===== src/hw/rtl/bafp_isqrt.sv =====
// ----------------------------------------------------------------------------
// bafp_isqrt
// Pipelined integer square root, floor(sqrt(n)), one result bit per stage.
// Several lanes share one valid and one sideband word.
// ----------------------------------------------------------------------------
module bafp_isqrt #(
    parameter int RAD_W  = 64,
    parameter int LANES  = 1,
    parameter int SIDE_W = 1
) (
    input  logic                 i_clk,
    input  logic                 i_rst_n,
    input  logic                 i_en,
    input  logic                 i_vld,
    input  logic [RAD_W-1:0]     i_rad [LANES],
    input  logic [SIDE_W-1:0]    i_side,
    output logic                 o_vld,
    output logic [RAD_W/2-1:0]   o_root [LANES],
    output logic [SIDE_W-1:0]    o_side
);
    localparam int STEPS = RAD_W / 2;

    logic              r_vld  [STEPS];
    logic [RAD_W-1:0]  r_rem  [STEPS][LANES];
    logic [RAD_W-1:0]  r_root [STEPS][LANES];
    logic [SIDE_W-1:0] r_side [STEPS];

    for (genvar gs = 0; gs < STEPS; gs++) begin : g_st
        localparam logic [RAD_W-1:0] BIT = RAD_W'(1) << (RAD_W - 2 - 2 * gs);

        logic              v_in;
        logic [SIDE_W-1:0] s_in;
        logic [RAD_W-1:0]  rem_in  [LANES];
        logic [RAD_W-1:0]  root_in [LANES];
        logic [RAD_W-1:0]  trial   [LANES];

        // stage source: ports for the first stage, previous stage otherwise
        if (gs == 0) begin : g_src
            assign v_in    = i_vld;
            assign s_in    = i_side;
            assign rem_in  = i_rad;
            assign root_in = '{default: '0};
        end else begin : g_src
            assign v_in    = r_vld[gs-1];
            assign s_in    = r_side[gs-1];
            assign rem_in  = r_rem[gs-1];
            assign root_in = r_root[gs-1];
        end

        always_comb begin
            for (int l = 0; l < LANES; l++) begin
                trial[l] = root_in[l] + BIT;
            end
        end

        always_ff @(posedge i_clk) begin
            if (!i_rst_n) begin
                r_vld[gs] <= 1'b0;
            end else if (i_en) begin
                r_vld[gs] <= v_in;
            end
        end

        // one restoring step per lane
        always_ff @(posedge i_clk) begin
            if (i_en) begin
                for (int l = 0; l < LANES; l++) begin
                    if (rem_in[l] >= trial[l]) begin
                        r_rem[gs][l]  <= rem_in[l] - trial[l];
                        r_root[gs][l] <= (root_in[l] >> 1) + BIT;
                    end else begin
                        r_rem[gs][l]  <= rem_in[l];
                        r_root[gs][l] <= root_in[l] >> 1;
                    end
                end
                r_side[gs] <= s_in;
            end
        end
    end

    assign o_vld  = r_vld[STEPS-1];
    assign o_side = r_side[STEPS-1];

    always_comb begin
        for (int l = 0; l < LANES; l++) begin
            o_root[l] = r_root[STEPS-1][l][RAD_W/2-1:0];
        end
    end

endmodule


===== config.mk =====
export PLATFORM = sky130hd
export DESIGN_NAME = bafp_isqrt
export DESIGN_NICKNAME = d
export VERILOG_FILES = /design/src/hw/rtl/bafp_isqrt.sv
export SDC_FILE = /design/constraint.sdc
export NUM_CORES = 2
export LEC_CHECK = 0
export BUFFER_PORTS_ARGS = -buffer_cell sky130_fd_sc_hd__buf_2
export CAP_MARGIN = 20
export CORE_AREA = 2 2 503 505
export CTS_CLUSTER_DIAMETER = 150
export DETAILED_ROUTE_END_ITERATION = 8
export DIE_AREA = 0 0 505 507
export GPL_ROUTABILITY_DRIVEN = 0
export MAX_ROUTING_LAYER = met4
export PLACE_DENSITY = 0.77
export SLEW_MARGIN = 10
export SYNTH_ARGS = -nofsm -noshare
export SYNTH_HDL_FRONTEND = slang
export SYNTH_MEMORY_MAX_BITS = 65536
export SYNTH_SLANG_ARGS = --single-unit

===== constraint.sdc =====
create_clock -name i_clk -period 11.1 [get_ports i_clk]
set_clock_uncertainty 0.15 [all_clocks]
set_input_delay 0 -clock i_clk [delete_from_list [all_inputs] [get_ports i_clk]]
set_output_delay 0 -clock i_clk [all_outputs]
set_load 0.1 [all_outputs]

# After elaboration in Yosys (flattened, before gate mapping)

Memory sizes are Yosys's and may differ from the RTL's.
Cells that the tools add are included.
Widths: inputs -> output; s select.

Register bits: 0
Memory bits (writable): 4160
Input bits: 69
Output and inout port bits: 34
Word-level logic and storage cells: 519
Memories: 4

Add/sub/neg operators: 94
Order comparisons: 32
Muxes and demuxes: 293
Bitwise operators: 96

Memories:

| name   | words | bits a word | read ports | clocked after memory_dff | wr ports | RTL line | RTL |
|---|---|---|---|---|---|---|---|
| r_rem  | 32    | 64          | 31         | 0                        | 32       | 24       | `logic [RAD_W-1:0] r_rem [STEPS][LANES];` |
| r_root | 32    | 64          | 32         | 0                        | 32       | 25       | `logic [RAD_W-1:0] r_root [STEPS][LANES];` |
| r_side | 32    | 1           | 32         | 0                        | 32       | 26       | `logic [SIDE_W-1:0] r_side [STEPS];` |
| r_vld  | 32    | 1           | 32         | 0                        | 32       | 23       | `logic r_vld [STEPS];` |

Operator list:

| operator               | number |
|---|---|
| $mux 64                | 64 |
| $ge 64x64->1           | 31 |
| $sub 64x64->64         | 31 |
| $mux 1                 | 229 |
| $or 1x1->1             | 96 |
| $add 63x1->64 const B  | 1 |
| $add 63x11->64 const B | 1 |
| $add 63x13->64 const B | 1 |
| $add 63x15->64 const B | 1 |
| $add 63x17->64 const B | 1 |
| $add 63x19->64 const B | 1 |
| $add 63x21->64 const B | 1 |
| $add 63x23->64 const B | 1 |
| $add 63x25->64 const B | 1 |
| $add 63x27->64 const B | 1 |
| $add 63x29->64 const B | 1 |
| $add 63x3->64 const B  | 1 |
| $add 63x31->64 const B | 1 |
| $add 63x33->64 const B | 1 |
| $add 63x35->64 const B | 1 |
| $add 63x37->64 const B | 1 |
| $add 63x39->64 const B | 1 |
| $add 63x41->64 const B | 1 |
| $add 63x43->64 const B | 1 |
| other kinds (45)       | 45 |

# Depth between registers and ports, before layout

An unclocked memory read counts as a cell.

Depth in word-level cells: 7
Gate-level depth with buffers: 14
Mapped depth without buffers: 12

# Worst setup path before layout

No wires, ideal clock.

Kind: input-to-reg
Start: input i_en
End: memory r_rem[1][896] in the netlist's numbering, enable pin
Library setup time: 487 ps
Data arrival time: 3432 ps
Required time: 10463 ps
Path slack: 7031 ps
Stages: 4
Buffers on the path: 4
Path through: clkbuf_1 clkbuf_1 clkbuf_1 clkbuf_1

RTL lines:

| item            | RTL line | RTL |
|---|---|---|
| start, declared | 13       | `input logic i_en,` |
| end, declared   | 24       |  |

==> impl_metrics.ini <==
[status]
status = completed

[synth]
async_flop_share = 0
synth-edff-count = 2575
synth.most_common_cell = edfxtp_1
synth_top_area_frac = 0.621
yosys_warnings = 0
ys_ff_latch = 2576
synth_nets = 10710
ys_types = 84
ys_seq_area_frac = 0.621
syn_area_mm2 = 0.125
synth_area_leaders = edfxtp_1, ha_1, xnor2_1
synth_cells = 10083
postSynthAreaPerCell_um2 = 12.4
synth_flop_cell = edfxtp_1
yosys-top-cells-count = edfxtp_1, nand2_1, inv_1
yosys.area.top_type = edfxtp_1

[setup_path]
worstSetupEndpointType = flip-flop
worstPathRequired_ns = 11.57
cpPeakStageDelay_ns = 0.71
cp-start-kind = flip-flop
path_max_fanout = 59
critical_path.slowest_cell = nor3_1
cp_cell_sequence = or4_1, or2_2, or4_1, nor3_1, o21ai_0, a21oi_4, buf_4, nor3_1, nand2_1, xnor2_1
rrSetupSlack_ns = 6.12
arrival_ns = 5.46
crit_type = reg -> reg

[die]
die_area_mm2 = 0.256
core.rowCount = 184
core_mm2 = 0.250
initial_utilization = 0.497
die_w_um = 505
num_io_pins = 103
dieHeight_um = 507

[global_routing]
use_met1 = 0.308
met2_usage = 0.371
grt.total_usage = 0.240
grt_pass1_vias = 81699
antenna_found_initial = 7
gr-total-overflow = 0
top_usage_layer = met2
use_met3 = 0.0478
grt_pass1_wl_um = 469000
grt_max_degree = 192

[pwr]
power_w = 0.0285
p_comb_frac = 0.213
peakVddDrop_mv = 0.189
switchingPower_w = 0.00852
p_leak_nw = 51.4
pwr-share-clk = 0.319
seq_power_share = 0.468
power_density_mw_per_mm2 = 204
p_int_w = 0.0199
p_sw_frac = 0.299

[worst_hold_path]
hold_path.class = in -> reg

[placement]
io_buffers = 102
place_area_mm2 = 0.129
placedCellCount = 13357
dp_hpwl_um = 219000

[final_layout]
final_cells = 13995
syn_to_final_growth_pct = 11.8
final_area_mm2 = 0.139
nets = 11069
drive_gt1_frac = 0.0663
utilization = 0.556

[sta]
finalSetupTns_ns = 0
rsz0062_at_grt = no
period_minus_slack_ns = 4.98
period_share = 0.449
slew_violations = 0
slew_headroom = 0.152
finalHoldViolCount = 0
max_clock_freq_ghz = 0.201
worst_pin_slew_ns = 1.26
setup_viol = 0

[route]
via_per_inst = 6.11
wl_um = 307000
wire_per_inst_um = 21.9
first_iter_violations = 12048
drcViolationCount = 0
vias = 85567
dr.pass1.iters = 9
antenna_left = 0

[clock_network]
cts_buffers = 287
cts.path.max_buffers = 4
cts_tree = yes
clock-sinks = 2576
cts-root-buf = clkbuf_16
clk_pin_slew_ns = 0.06
clkLatencyLatePin_ns = 1.03
htree_levels = 5

[run]
drv_cap = 0
-- what timing repair did --
| item | 4_1_cts | 5_1_grt |
|---|---|---|
| hold endpoints to repair | 685 | 0 |
| setup endpoints to repair | 0 | 0 |
| hold buffers | 138 | 0 |
| resized for setup | 0 | 0 |
| buffers inserted | 0 | 0 |
-- sequential cells by signal, summed over array words and instances, names as in the netlist --
| register | flops |
|---|---|
| r_vld | 32 |
| r_root | 528 |
| r_side | 32 |
| r_rem | 1984 |
-- critical path: cells and delay by family (launching register included) --
family          cells  cell delay, ns
xor+xnor            1            0.10
buf+inv             1            0.59
simple gates        6            2.66
compound gates      2            0.74
flops               1            0.45
-- layer usage --
metal | up-vias | share of wire | wire length [um]
met5 | - | 0 | 0
met4 | 0 | 0.049 | 15100
met3 | 1047 | 0.11 | 32500
met2 | 4953 | 0.46 | 141000
met1 | 40965 | 0.39 | 118000
li1 | 38602 | - | -
-- layout make-up --
class	count	area, um^2
antenna	4	10.0
multi-input combinational	6593	43800
sequential	2576	77300
timing repair buffer	302	2490
tap	3348	4190
fill	19597	111000
clock buffer	340	7490
inverter	682	2560
clock inverter	150	1340
-- cell families after synthesis --
logic type | count (synthesis) | synth area share
XOR/XNOR | 885 | 0.0622
AND/OR/NAND/NOR | 3204 | 0.133
adder cells (fa/ha/maj) | 558 | 0.0561
multiplexers | 78 | 0.00694
buffers and inverters | 914 | 0.0276
flip-flops | 2576 | 0.621
AO/OA/AOI/OAI | 1868 | 0.0927
-- through the flow --
| step | hold WS, ns | setup slack [ns] |
|---|---|---|
| final | 0.0446 | 6.12 |
| after global routing | 0.0472 | 6.10 |
| after CTS | 0.0179 | 6.34 |
| after detailed placement | 0.0416 | 6.40 |
| after global placement | 0.0341 | 6.58 |
| after floorplan | -0.0511 | 7.03 |
-- power groups by stage --
stage / Sequential (W) / Combinational, W / Clock [W]
floorplan: 0.0131 / 0.00437 / 0
global placement: 0.0134 / 0.00551 / 0
detailed placement: 0.0135 / 0.00573 / 0
CTS: 0.0133 / 0.00585 / 0.00919
global route: 0.0134 / 0.00656 / 0.00957
finish: 0.0133 / 0.00605 / 0.00908
-- final timing paths --
kind	from	endpoint	cells past startpoint
worst max-delay path	r_rem[1][807]$_DFFE_PP_	r_rem[1][876]$_DFFE_PP_	10
worst min-delay path	i_en	r_rem[1][683]$_DFFE_PP_	2
worst max register to register	r_rem[1][807]$_DFFE_PP_	r_rem[1][876]$_DFFE_PP_	10
worst min register to register	r_side[1][4]$_DFFE_PP_	r_side[1][5]$_DFFE_PP_	0
-- cell usage in the layout (no fill, tap or decap), types with 58 or more instances in the layout --
| cell type | count |
|---|---|
| nor2b_1 | 74 |
| nor4_1 | 381 |
| or3_1 | 91 |
| nor4b_1 | 58 |
| nand2b_1 | 114 |
| inv_1 | 681 |
| o21a_1 | 93 |
| or4_1 | 90 |
| buf_2 | 101 |
| nand4_1 | 172 |
| ha_1 | 558 |
| and3_1 | 93 |
| nor3_1 | 307 |
| a21o_1 | 175 |
| o21ai_0 | 567 |
| mux2_2 | 67 |
| dlygate4sd3_1 | 138 |
| nor2_1 | 595 |
| xor2_1 | 429 |
| edfxtp_1 | 2575 |
| a31oi_1 | 59 |
| nand2_1 | 782 |
| a21oi_1 | 528 |
| nand3_1 | 193 |
| clkbuf_16 | 292 |
| xnor2_1 | 456 |
Note: power is estimated with default switching activity, not from simulation.
