**config.mk**
```make
export PLATFORM = sky130hd
export DESIGN_NAME = bafp_div
export DESIGN_NICKNAME = d
export VERILOG_FILES = /design/src/hw/rtl/bafp_div.sv
export SDC_FILE = /design/constraint.sdc
export NUM_CORES = 2
export LEC_CHECK = 0
export ABC_CLOCK_PERIOD_IN_PS = 9050
export BUFFER_PORTS_ARGS = -buffer_cell sky130_fd_sc_hd__clkbuf_2
export CAP_MARGIN = 20
export CORE_ASPECT_RATIO = 1.1
export CORE_MARGIN = 5
export CORE_UTILIZATION = 69
export DETAILED_ROUTE_END_ITERATION = 10
export PLACE_DENSITY_LB_ADDON = 0.08
export SLEW_MARGIN = 25
export SYNTH_ARGS = -nofsm -noshare
export SYNTH_HDL_FRONTEND = slang
export SYNTH_SLANG_ARGS = --single-unit
```
**constraint.sdc**
```tcl
create_clock -name i_clk -period 9.05 [get_ports i_clk]
set_input_delay 2.715 -clock i_clk [delete_from_list [all_inputs] [get_ports i_clk]]
set_output_delay 2.715 -clock i_clk [all_outputs]
set_load 0.01 [all_outputs]
```
**src/hw/rtl/bafp_div.sv**
```systemverilog
// ----------------------------------------------------------------------------
// bafp_div
// Pipelined restoring divider: q = floor((num << SHIFT) / den), one
// quotient bit per stage. Assumes the quotient fits in Q_W bits.
// ----------------------------------------------------------------------------
module bafp_div #(
    parameter int NUM_W  = 30,
    parameter int DEN_W  = 31,
    parameter int SHIFT  = 30,
    parameter int Q_W    = 31,
    parameter int LANES  = 1,
    parameter int SIDE_W = 1
) (
    input  logic              i_clk,
    input  logic              i_rst_n,
    input  logic              i_en,
    input  logic              i_vld,
    input  logic [NUM_W-1:0]  i_num [LANES],
    input  logic [DEN_W-1:0]  i_den [LANES],
    input  logic [SIDE_W-1:0] i_side,
    output logic              o_vld,
    output logic [Q_W-1:0]    o_q [LANES],
    output logic [SIDE_W-1:0] o_side
);
    localparam int RW   = DEN_W + 1;
    localparam int DV_W = NUM_W + SHIFT;

    logic              r_vld  [Q_W];
    logic [RW-1:0]     r_rem  [Q_W][LANES];
    logic [NUM_W-1:0]  r_num  [Q_W][LANES];
    logic [DEN_W-1:0]  r_den  [Q_W][LANES];
    logic [Q_W-1:0]    r_q    [Q_W][LANES];
    logic [SIDE_W-1:0] r_side [Q_W];

    for (genvar gs = 0; gs < Q_W; gs++) begin : g_st
        localparam int BI = Q_W - 1 - gs;

        logic              v_in;
        logic [SIDE_W-1:0] s_in;
        logic [RW-1:0]     rem_in [LANES];
        logic [NUM_W-1:0]  num_in [LANES];
        logic [DEN_W-1:0]  den_in [LANES];
        logic [Q_W-1:0]    q_in   [LANES];
        logic [RW-1:0]     sh     [LANES];
        logic              ge     [LANES];

        if (gs == 0) begin : g_src
            assign v_in = i_vld;
            assign s_in = i_side;
            always_comb begin
                for (int l = 0; l < LANES; l++) begin
                    num_in[l] = i_num[l];
                    den_in[l] = i_den[l];
                    q_in[l]   = '0;
                    // dividend bits above the quotient seed the remainder
                    rem_in[l] = RW'({i_num[l], {SHIFT{1'b0}}} >> Q_W);
                end
            end
        end else begin : g_src
            assign v_in   = r_vld[gs-1];
            assign s_in   = r_side[gs-1];
            assign rem_in = r_rem[gs-1];
            assign num_in = r_num[gs-1];
            assign den_in = r_den[gs-1];
            assign q_in   = r_q[gs-1];
        end

        // bring down next dividend bit, trial subtract
        always_comb begin
            for (int l = 0; l < LANES; l++) begin
                logic [DV_W-1:0] dv;
                dv    = {num_in[l], {SHIFT{1'b0}}};
                sh[l] = {rem_in[l][RW-2:0], dv[BI]};
                ge[l] = sh[l] >= {1'b0, den_in[l]};
            end
        end

        always_ff @(posedge i_clk) begin
            if (!i_rst_n) begin
                r_vld[gs] <= 1'b0;
            end else if (i_en) begin
                r_vld[gs] <= v_in;
            end
        end

        always_ff @(posedge i_clk) begin
            if (i_en) begin
                for (int l = 0; l < LANES; l++) begin
                    r_rem[gs][l] <= ge[l] ? (sh[l] - {1'b0, den_in[l]}) : sh[l];
                    r_q[gs][l]   <= {q_in[l][Q_W-2:0], ge[l]};
                    r_num[gs][l] <= num_in[l];
                    r_den[gs][l] <= den_in[l];
                end
                r_side[gs] <= s_in;
            end
        end
    end

    assign o_vld  = r_vld[Q_W-1];
    assign o_side = r_side[Q_W-1];
    assign o_q    = r_q[Q_W-1];

endmodule

```
# Word-level counts from Yosys, hierarchy flattened

Memory sizes are Yosys's and may differ from the RTL's.
Index checks and enable logic that the tools add are counted.

Bits of input ports: 66
Word-level logic and storage cells: 165
Memories kept: 5
Memory bits (writable): 2976
Bits in registers: 0
Bits in read-only memories: 0
Output and inout port bits: 33
Latch bits: 0

Memories:

| name   | depth | bits a word | read ports | clocked after memory_dff | wr ports | line | RTL |
|---|---|---|---|---|---|---|---|
| r_rem  | 31    | 32          | 30         | 0                        | 31       | 29   | `logic [RW-1:0] r_rem [Q_W][LANES];` |
| r_den  | 31    | 31          | 30         | 0                        | 31       | 31   | `logic [DEN_W-1:0] r_den [Q_W][LANES];` |
| r_q    | 31    | 31          | 31         | 0                        | 31       | 32   | `logic [Q_W-1:0] r_q [Q_W][LANES];` |
| r_side | 31    | 1           | 31         | 0                        | 31       | 33   | `logic [SIDE_W-1:0] r_side [Q_W];` |
| r_vld  | 31    | 1           | 31         | 0                        | 31       | 28   | `logic r_vld [Q_W];` |

Magnitude comparators: 31
Shifts and indexed selects: 0
Equal/unequal tests: 0
Bitwise gates (word level): 31
Reductions and logical operators: 0
Mux-type cells: 67
Divide/modulo/power cells: 0
$mul: 0
Add/sub/neg operators: 31

Operator list:

| cell                                         | number |
|---|---|
| 2-to-1 mux 32 bit                            | 31 |
| greater-or-equal comparator 32 x 31 -> 1 bit | 30 |
| subtractor 32 x 31 -> 32 bit                 | 30 |
| 2-to-1 mux 1 bit                             | 36 |
| subtractor 30 x 31 -> 32 bit                 | 1 |
| greater-or-equal comparator 30 x 31 -> 1 bit | 1 |
| bitwise OR 1 bit                             | 31 |

# Longest topological paths before layout

Depth in word-level cells: 4
Depth in mapped cells: 15
Gate-level depth less buffers: 12

# Worst setup path before layout

No wires, ideal clock.

Kind: input-to-reg
Start point: in i_den[2] (netlist name)
End point: mem r_rem[0][23] (netlist name) (data pin)
Library setup time: 0.260 ns
Slack: 3.695 ns
Arrival: 5.095 ns
Stages on the path: 12
Cells stage by stage: inv_1 -> ha_1 -> nor2b_1 -> o31a_1 -> o211ai_1 -> a31o_2 -> o21ai_1 -> o21ai_0 -> nand2_1 -> a21oi_1 -> buf_2 -> mux2_2

RTL lines:

| element     | line | RTL |
|---|---|---|
| from (decl) | 19   | `input logic [DEN_W-1:0] i_den [LANES],` |
| to (decl)   | 29   |  |

==> impl_metrics.csv <==
group,metric,value,unit
outcome,status,"finished with violations",
outcome,violations,"DRC",
route,via_count,94900,
cells_and_area,area_growth,8.89,%
setup_path,crit_buf_inv,3,
global_route,grt_pass1_vias,92400,
place,port_buffers,98,
clocking,cts-resized-gates,0,
cells_and_area,fillers,12600,
setup_path,worstPathCellList,"clkbuf_2, inv_1, ha_1, fa_1, nor2b_1, o31a_1, o211ai_1, a31o_2, o21ai_1, o21ai_0, nand2_1, a21oi_4, buf_16, mux2_2",
power,p_int,33.4,mW
timing,tightest_slew,1.13,ns
floorplanning,rows,170,
global_route,grt_start_max_net_pins,188,
power,power,54.9,mW
global_route,grt_use_total,0.320,
logic_synthesis,yosys_register_bits,2418,
clocking,cts_max_level,4,
global_route,grt_util_met2,0.548,
worst_hold_path,min_path_cells,0,
route,vias_per_cell,6.40,
logic_synthesis,synthFlopType,"edfxtp_1",
global_route,grtUsageMet3,0.0444,
route,ant_nets,0,
timing,tns,0,ns
clocking,cts_sinks,2418,
timing,rsz0062_at_grt,"no",
cells_and_area,multi_input_area,0.0567,sq mm
cells_and_area,drive_above_1_share,0.0854,
worst_hold_path,whs_endpoint,"r_q[1][73]",
clocking,clockRootBuffer,"clkbuf_16",
setup_path,critPathArrivalTime,6.02,ns
logic_synthesis,synth_top_area_frac,0.538,
global_route,antenna_found_initial,6,
floorplanning,dieArea,0.204,sq mm
logic_synthesis,synth_edf_count,2417,
setup_path,max_stage_delay,0.57,ns
power,ir_worst_vdd,437,uV
floorplanning,die_height,474,microns
global_route,met1_usage,0.405,
timing,finalClockSkew,0.0640,ns
power,power_frac_seq,0.343,
route,drc,1,
clocking,postCtsSetupBuffers,0,
clocking,clock_path_buffers,3,
run,maxCapViolations,0,
logic_synthesis,async_reset_ff_frac,0,
setup_path,r2r_end,"r_rem[28][1]",
setup_path,end_kind,"flop",
clocking,hold_buffers,0,
cells_and_area,seq_area,0.0726,sq mm
logic_synthesis,yosys-top-cells-area,"edfxtp_1 (54%), ha_1 (8.9%), inv_1 (3.4%)",
route,drt_first_pass_iters,11,
timing,relSlewSlack,0.226,
power,clkPwrFrac,0.193,
setup_path,worstSetupStartpointType,"input port",
global_route,grt-busiest-layer,"met2",
power,power_leakage,60.4,nW
floorplanning,coreArea,0.195,sq mm
floorplanning,die_w,432,microns
worst_hold_path,worstHoldStart,"r_q[1][41]",
place,place_congestion,0.966,
setup_path,r2r_cells,9,
route,wl_per_cell,22.4,microns
route,wirelength,332,mm
timing,max_freq,186,MHz
clocking,clkTransAtPathRegs,0.07,ns
logic_synthesis,syn-cell-area,0.135,sq mm
timing,slew_violations,0,
logic_synthesis,yosysSeqAreaShare,0.538,
logic_synthesis,syn_nets,13000,
clocking,numCtsBuffers,236,
setup_path,path_delay_family,"compound AO/OA/AOI/OAI gates",
setup_path,crit_type,"in -> reg",
global_route,grt_pass1_wl,516,mm
logic_synthesis,synth_top_area_cell,"edfxtp_1",
cells_and_area,nets,13100,
global_route,grt_overflow_total,0,
worst_hold_path,hold_class,"reg -> reg",
floorplanning,start_util,0.692,
setup_path,worstPathMaxFanout,17,
route,drtIter0Drc,9261,
power,combPwrFrac,0.464,
setup_path,reg2reg_slack,4.46,ns
clocking,clk_latency,0.94,ns
floorplanning,io_pins,99,
setup_path,critPathSlowestCell,"a21oi_4",
logic_synthesis,syn-instance-count,11900,
logic_synthesis,ys_types,108,
power,p_per_area,374,mW/mm^2
power,p_sw,21.5,mW
timing,period_share,0.595,
logic_synthesis,ys_warn_count,0,
power,sw_frac_of_total,0.392,
clocking,cts_tree,"built",
logic_synthesis,postSynthAreaPerCell,11.3,sq um
timing,finalHoldViolations,0,
timing,finalSetupViolCount,0,
setup_path,reg2reg_from,"r_rem[27][0]",
place,hpwl,244,mm
setup_path,critPathRequiredTime,9.68,ns
timing,min_period,5.38,ns
-- synth_stat cells (43+ instances only) --
cell type and number:
o21ai_0 771, o31ai_1 104, ha_1 959, edfxtp_1 2417, clkbuf_1 211, nand2_1 872, xor2_1 304, inv_1 1223
a211oi_1 98, buf_2 53, nor2_1 618, and2_1 50, nor2b_1 100, a21oi_1 903, xnor2_1 432, or2_2 43
o21a_1 125, o211ai_1 58, nand2b_1 101, nor4_1 44, or3_1 59, a21o_1 505, a31oi_1 103, nand3_1 209
mux2_2 353, nor3_1 161, o21bai_1 129, and3_1 143, nand4_1 131
-- cells by family (layout without fill, tap and decap cells) --
group	after synthesis	count (layout)	share of synthesized area
simple gates	2634	2634	0.0926
other cells	0	6	0
fa+ha+maj	989	989	0.0934
flops	2418	2418	0.538
compound gates	3233	3233	0.154
xor+xnor	736	736	0.0478
mux	380	380	0.0317
buf+inv	1515	1837	0.0429
-- stage by stage --
| stage | utilization | hold slack (ns) | cells | instance area, sq um | setup WS [ns] |
|---|---|---|---|---|---|
| floorplan | - | 0.400 | 11900 | 135000 | 3.69 |
| global placement | 0.709 | 0.400 | 14400 | 138000 | 2.60 |
| detailed placement | 0.710 | 0.405 | 14400 | 138000 | 2.82 |
| CTS | 0.754 | 0.388 | 14800 | 147000 | 3.78 |
| global route | 0.754 | 0.395 | 14800 | 147000 | 3.57 |
| finish | 0.754 | 0.374 | 14800 | 147000 | 3.67 |
-- cells in the final DEF, fill, tap and decap left out, types with 40 or more instances in the layout --
master and n:
a21oi_1 899, o21ai_0 771, buf_4 42, o31ai_1 103, o21a_1 125, nor2b_1 100, and3_1 143, nor3_1 161
bufinv_16 45, clkbuf_2 97, nand2_1 872, nand3_1 209, nor4_1 43, clkbuf_16 236, and2_1 49, xnor2_1 432
xor2_1 304, ha_1 959, o211ai_1 58, or2_2 43, a211oi_1 97, a21o_1 505, clkinv_2 40, o21bai_1 129
mux2_2 353, or3_1 59, nand4_1 131, inv_1 1223, a31oi_1 101, nor2_1 617, nand2b_1 101, clkinv_1 42
edfxtp_1 2417
-- power groups by stage --
stage / Clock [mW] / Sequential [mW] / Combinational [mW]
finish: 10.6 / 18.8 / 25.5
global route: 11.3 / 19.0 / 28.0
detailed placement: 0 / 19.0 / 24.7
floorplan: 0 / 17.7 / 19.2
CTS: 10.8 / 18.8 / 25.1
global placement: 0 / 18.9 / 24.0
-- routing by layer --
layer,part of all wire,up-vias
met2,0.49,4092
li1,-,44100
met1,0.39,45600
met4,0.055,0
met5,0,-
met3,0.066,1039
-- final cells by class --
| class | count | share of cell area |
|---|---|---|
| well taps | 2580 | 0.0220 |
| repair buffers | 157 | 0.00813 |
| clock buffers | 263 | 0.0409 |
| diodes | 6 | 0.000102 |
| inverters | 1230 | 0.0314 |
| clock inverters | 187 | 0.0171 |
| multi-input cells | 7972 | 0.386 |
| flip-flops and latches | 2418 | 0.494 |
-- registers in the layout, summed over array words and instances, names as in the netlist --
register,count
r_vld,31
r_q,496
r_den,930
r_rem,930
r_side,31
-- worst max-delay path by stage --
stage	from	depth (start not counted)	to	slack, ns
after floorplan	i_den[2]	12	r_rem[0][23]	3.69
after global placement	i_num[0]	13	r_rem[0][6]	2.60
after CTS	i_num[0]	14	r_rem[0][9]	3.78
after detailed placement	i_num[0]	14	r_rem[0][6]	2.82
final	i_num[0]	14	r_rem[0][9]	3.67
after global routing	i_num[0]	14	r_rem[0][14]	3.57
Power figures use the tool's default switching activity.
